===== src/rtl/rtc_isqrt.sv =====
// Pipelined integer square root, one result bit per stage.
`default_nettype none
module rtc_isqrt #(
	parameter int W   = 64,
	parameter int SBW = 8
) (
	input  logic             clk,
	input  logic             arst_n,
	input  logic             en,
	input  logic             in_vld,
	input  logic [W-1:0]     x_in,
	input  logic [SBW-1:0]   side_in,
	output logic             out_vld,
	output logic [W/2-1:0]   root,
	output logic [SBW-1:0]   side_out
);
	localparam int NI = W / 2;

	logic [W-1:0]   x_s    [NI+1];
	logic [W-1:0]   r_s    [NI+1];
	logic           vld_s  [NI+1];
	logic [SBW-1:0] side_s [NI+1];

	assign x_s[0]    = x_in;
	assign r_s[0]    = '0;
	assign vld_s[0]  = in_vld;
	assign side_s[0] = side_in;

	for (genvar k = 0; k < NI; k++) begin : g_stage
		localparam int SH = W - 2 - 2 * k;
		logic [W:0] trial;
		logic       ge;

		// Try the next root bit against the remaining radicand
		assign trial = {1'b0, r_s[k]} + ((W+1)'(1) << SH);
		assign ge    = {1'b0, x_s[k]} >= trial;

		always_ff @(posedge clk or negedge arst_n) begin
			if (!arst_n)
				vld_s[k+1] <= 1'b0;
			else if (en)
				vld_s[k+1] <= vld_s[k];
		end

		always_ff @(posedge clk) begin
			if (en) begin
				x_s[k+1]    <= ge ? x_s[k] - trial[W-1:0] : x_s[k];
				r_s[k+1]    <= ge ? (r_s[k] >> 1) + (W'(1) << SH) : r_s[k] >> 1;
				side_s[k+1] <= side_s[k];
			end
		end
	end

	assign out_vld  = vld_s[NI];
	assign root     = r_s[NI][NI-1:0];
	assign side_out = side_s[NI];

endmodule
`default_nettype wire


===== config.mk =====
export PLATFORM = sky130hd
export DESIGN_NAME = rtc_isqrt
export DESIGN_NICKNAME = d
export VERILOG_FILES = /design/src/rtl/rtc_isqrt.sv
export SDC_FILE = /design/constraint.sdc
export NUM_CORES = 2
export LEC_CHECK = 0
export BUFFER_PORTS_ARGS = -buffer_cell sky130_fd_sc_hd__buf_2
export CAP_MARGIN = 20
export CORE_MARGIN = 2
export CORE_UTILIZATION = 38
export DETAILED_ROUTE_END_ITERATION = 8
export PLACE_DENSITY = 0.63
export SLEW_MARGIN = 0
export SYNTH_ARGS = -nofsm -noshare
export SYNTH_HDL_FRONTEND = slang
export SYNTH_SLANG_ARGS = --single-unit

===== constraint.sdc =====
create_clock -name clk -period 3.6 [get_ports clk]
set_input_delay 0.72 -clock clk [delete_from_list [all_inputs] [get_ports clk]]
set_output_delay 0.72 -clock clk [all_outputs]
set_load 0.005 [all_outputs]

==> flow_summary.html <==
<table>
<tr><th>Metric</th><th>Value</th></tr>
<tr><th colspan="2">Logic synthesis</th></tr>
<tr><td>Combinational family with the most area after synthesis</td><td>simple AND/OR/NAND/NOR gates</td></tr>
<tr><td>Post-synthesis xor/xnor area fraction</td><td>5.776%</td></tr>
<tr><td>Area leader, netlist</td><td>sky130_fd_sc_hd__edfxtp_1</td></tr>
<tr><td>Cells after synthesis</td><td>9968</td></tr>
<tr><td>Dominant synthesized flop cell</td><td>sky130_fd_sc_hd__edfxtp_1</td></tr>
<tr><td>Cell area after synthesis</td><td>129800 sq um</td></tr>
<tr><td>Number of synthesized register bits</td><td>2800</td></tr>
<tr><td>Post-synth net total</td><td>10602</td></tr>
<tr><td>Synth async-reset ratio</td><td>1.143%</td></tr>
<tr><td>Synth top cells by count</td><td>sky130_fd_sc_hd__edfxtp_1, sky130_fd_sc_hd__inv_1, sky130_fd_sc_hd__nand2_1, sky130_fd_sc_hd__nor2_1, sky130_fd_sc_hd__a21oi_1</td></tr>
<tr><td>Adder-Cell Fraction of Synth Area</td><td>5.379%</td></tr>
<tr><td>Count of flip-flops with a built-in enable after synthesis</td><td>2768</td></tr>
<tr><td>Simple-gate share of the synthesized area</td><td>11.55%</td></tr>
<tr><td>Top post-synthesis cells by area</td><td>sky130_fd_sc_hd__edfxtp_1, sky130_fd_sc_hd__ha_1, sky130_fd_sc_hd__xor2_1, sky130_fd_sc_hd__xnor2_1, sky130_fd_sc_hd__a21oi_1</td></tr>
<tr><td>Number of synthesis warnings</td><td>0</td></tr>
<tr><td>Avg Synthesized Cell Area</td><td>13.02 sq um</td></tr>
<tr><td>Top-count cell post-synth</td><td>sky130_fd_sc_hd__edfxtp_1</td></tr>
<tr><td>Mux share of post-synthesis cell area</td><td>1.105%</td></tr>
<tr><td>Area share of the largest cell type after synthesis</td><td>64.04%</td></tr>
<tr><td>Distinct cell type count after synthesis</td><td>101</td></tr>
<tr><td>Post-synthesis compound-gate area fraction</td><td>8.842%</td></tr>
<tr><td>Sequential area share after synthesis</td><td>64.66%</td></tr>
<tr><th colspan="2">Floorplan</th></tr>
<tr><td>Std-Cell Core Area</td><td>339800 sq um</td></tr>
<tr><td>Initial cell density of the core</td><td>38.20%</td></tr>
<tr><td>Height of the die</td><td>588.4 um</td></tr>
<tr><td>Area of the die</td><td>346300 sq um</td></tr>
<tr><td>Die Width</td><td>588.4 um</td></tr>
<tr><td>I/O pin count</td><td>117</td></tr>
<tr><td>Number of placement rows</td><td>214</td></tr>
<tr><th colspan="2">Global route</th></tr>
<tr><td>Overflow left after global routing</td><td>0</td></tr>
<tr><td>Total track usage</td><td>19.86%</td></tr>
<tr><td>Global-route wire length before repair</td><td>526100 um</td></tr>
<tr><td>Number of global-route vias before repair</td><td>84944</td></tr>
<tr><td>Largest net degree at the start of global routing</td><td>155</td></tr>
<tr><td>Antenna violations before repair</td><td>5</td></tr>
<tr><th colspan="2">Critical path</th></tr>
<tr><td>Startpoint class of the critical path</td><td>flop</td></tr>
<tr><td>CP cell instances</td><td>ha_4, nand4b_1, or3_4, o41ai_4, buf_4, nor3_2, a21boi_4, or4_4, buf_6, nor4_4, xor2_1</td></tr>
<tr><td>Maximum net fanout on the critical path</td><td>5</td></tr>
<tr><td>Cell with the biggest individual delay on the critical path</td><td>sky130_fd_sc_hd__or4_4</td></tr>
<tr><td>Delay of the slowest critical-path stage</td><td>0.66 ns</td></tr>
<tr><td>Arrival time reported for the critical path endpoint</td><td>4.35 ns</td></tr>
<tr><td>Required time of the worst setup path</td><td>4.24 ns</td></tr>
<tr><td>Crit Path Class</td><td>flop to flop</td></tr>
<tr><td>CP endpoint kind</td><td>flop</td></tr>
<tr><th colspan="2">Power and ir drop</th></tr>
<tr><td>Final total power</td><td>97.92 mW</td></tr>
<tr><td>Peak supply drop</td><td>0.5114 mV</td></tr>
<tr><td>Static Leakage</td><td>58.56 nW</td></tr>
<tr><td>Areal power density over the cells</td><td>633.2 nW/um^2</td></tr>
<tr><th colspan="2">Clock network</th></tr>
<tr><td>Worst-path clk slew</td><td>0.06 ns</td></tr>
<tr><td>Source-to-sink clock delay at the later pin of the worst-skew pair</td><td>0.97 ns</td></tr>
<tr><td>Number of buffers on the longest clock path</td><td>4</td></tr>
<tr><td>Root buf cell</td><td>sky130_fd_sc_hd__clkbuf_16</td></tr>
<tr><td>Sinks on Clock Net</td><td>2800</td></tr>
<tr><td>Num CTS Buffers</td><td>310</td></tr>
<tr><td>CTS HTree Levels</td><td>5</td></tr>
<tr><td>CTS tree</td><td>yes</td></tr>
<tr><th colspan="2">Placement</th></tr>
<tr><td>Detailed placer's ending HPWL</td><td>270500 um</td></tr>
<tr><td>Post-place instance area</td><td>142300 sq um</td></tr>
<tr><td>Global placement routability congestion</td><td>0.9409</td></tr>
<tr><td>Port Buf Inserts</td><td>116</td></tr>
<tr><th colspan="2">Timing</th></tr>
<tr><td>Timing-limited maximum frequency</td><td>269.5 MHz</td></tr>
<tr><td>Final critical-path setup slack</td><td>-0.1112 ns</td></tr>
<tr><td>Total count of max-transition violations in the final report</td><td>0</td></tr>
<tr><td>Fin. Hold Viols</td><td>0</td></tr>
<tr><td>Min cycle time layout</td><td>3.711 ns</td></tr>
<tr><td>Max-slew headroom</td><td>33.07%</td></tr>
<tr><td>Final clock skew</td><td>0.07239 ns</td></tr>
<tr><td>Final setup fails</td><td>7</td></tr>
<tr><td>Worst Tran Pin Value</td><td>0.9962 ns</td></tr>
<tr><td>Final clock period utilization by the worst path</td><td>103.1%</td></tr>
<tr><td>Setup repair after global routing missed its margin</td><td>yes</td></tr>
<tr><th colspan="2">Drt</th></tr>
<tr><td>Total DRC errors in the routed layout</td><td>0</td></tr>
<tr><td>Detailed-route wire length per cell</td><td>22.08 um</td></tr>
<tr><td>First-pass iteration count of the detailed router</td><td>7</td></tr>
<tr><td>Via count</td><td>84082</td></tr>
<tr><td>Post-DRT Antenna Nets</td><td>0</td></tr>
<tr><td>Post-Route WL</td><td>352100 um</td></tr>
<tr><td>Avg Vias per Cell</td><td>5.272</td></tr>
<tr><td>Iteration-0 DRC count of the detailed router</td><td>6182</td></tr>
<tr><th colspan="2">Flow run</th></tr>
<tr><td>Maximum capacitance violations</td><td>0</td></tr>
<tr><th colspan="2">Cells and area</th></tr>
<tr><td>Layout area overhead</td><td>19.15%</td></tr>
<tr><td>Area taken by multi-input logic gates</td><td>43650 sq um</td></tr>
<tr><td>Design area</td><td>154600 sq um</td></tr>
<tr><td>Post-layout nets</td><td>11789</td></tr>
<tr><td>Final core utilization</td><td>45.51%</td></tr>
<tr><td>Storage element area</td><td>83920 sq um</td></tr>
<tr><td>Share of post-route cells with drive strength above 1</td><td>16.08%</td></tr>
<tr><td>Fill cell instance count of the final layout</td><td>30136</td></tr>
<tr><th colspan="2">Outcome</th></tr>
<tr><td>Outcome</td><td>finished, violations left</td></tr>
<tr><td>Failing checks</td><td>negative setup slack</td></tr>
<tr><th colspan="2">Min path</th></tr>
<tr><td>Min-Delay Path Class</td><td>primary input to flop</td></tr>
</table>
==> critical path, delay by kind of cell, from the launching register on <==
kind | cells | cell delay, ns
AND/OR/NAND/NOR | 5 | 1.80
flip-flops | 1 | 0.44
AO/OA/AOI/OAI | 2 | 0.43
buffers and inverters | 2 | 0.34
adder cells (fa/ha/maj) | 1 | 0.31
XOR/XNOR | 1 | 0.10
==> path summary, 6_finish.rpt <==
kind	from	to	slack, ns	cells after the start
max in group asynchronous	arst_n	vld_s[26]	2.76	2
setup / recovery	x_s[331]	x_s[318]	-0.11	11
min in group asynchronous	arst_n	vld_s[3]	0.41	2
hold reg to reg	side_s[197]	side_s[189]	0.38	0
hold / removal	x_in[63]	x_s[2047]	0.18	3
setup reg to reg	x_s[331]	x_s[318]	-0.11	11
==> per-stage QoR <==
step	setup slack, ns	std cells	TNS, ns	hold WS, ns
6_report	-0.1112	15949	-0.4454	0.1750
5_1_grt	-0.1390	15937	-1.134	0.1573
4_1_cts	-0.008018	15908	-0.008018	0.1185
3_5_place_dp	-0.5092	15273	-29.70	0.4045
3_3_place_gp	-3.201	15267	-232.44	0.4002
2_1_floorplan	0.2182	9968	0	0.4003
==> cell families after synthesis <==
family	count (synthesis)
XOR/XNOR	856
flip-flops	2800
AND/OR/NAND/NOR	2868
multiplexers	129
adder cells (fa/ha/maj)	558
buffers and inverters	908
AO/OA/AOI/OAI	1849
==> timing repair <==
item	in CTS	in global routing
gates cloned	2	1
setup buffers	5	28
pin swaps	12	53
gates resized for setup	82	164
endpoints found under the hold margin	103	0
endpoints found under the setup margin	284	348
hold buffers	72	0
==> cells in the final DEF (no fill, tap or decap), drive strengths merged, types with 137 or more instances in the layout <==
cell       n
o21ai    473
inv      698
nor3     268
xnor2    385
edfxtp  2768
nor4     338
nand3    137
ha       558
nor2     636
buf     1019
xor2     471
nand4    158
a21o     193
clkbuf   371
nand2    637
a21oi    590
==> sequential cells by signal (all words and copies together), names as in the netlist <==
signal and flops:
x_s 1984, side_out 8, root 32, out_vld 1, r_s 496, side_s 248
vld_s 31
==> final cells by class <==
class,instances,share of cell area [%]
Timing Repair inverter,1,0.004854
Multi-Input combinational cell,6261,28.22
Clock inverter,188,1.306
Clock buffer,368,5.212
Timing Repair Buffer,1094,5.626
Tap cell,4536,3.670
Inverter,687,1.670
Antenna cell,14,0.02265
Sequential cell,2800,54.27
==> where the power goes <==
part	total, mW	internal (mW)	switching (mW)
Sequential	44.5	41.1	3.37
Clock	31.5	18.3	13.2
Combinational	21.9	9.65	12.3
Total	97.9	69.1	28.8
==> per-layer routing <==
metal / vias up / global-route usage, % / part of all wire (%)
met5: - / 0 / 0
met4: 0 / 8.402 / 4.7
met3: 685 / 2.278 / 4.1
met2: 2222 / 37.08 / 53
met1: 41228 / 22.83 / 39
li1: 39947 / - / -
Power figures use the tool's default switching activity.
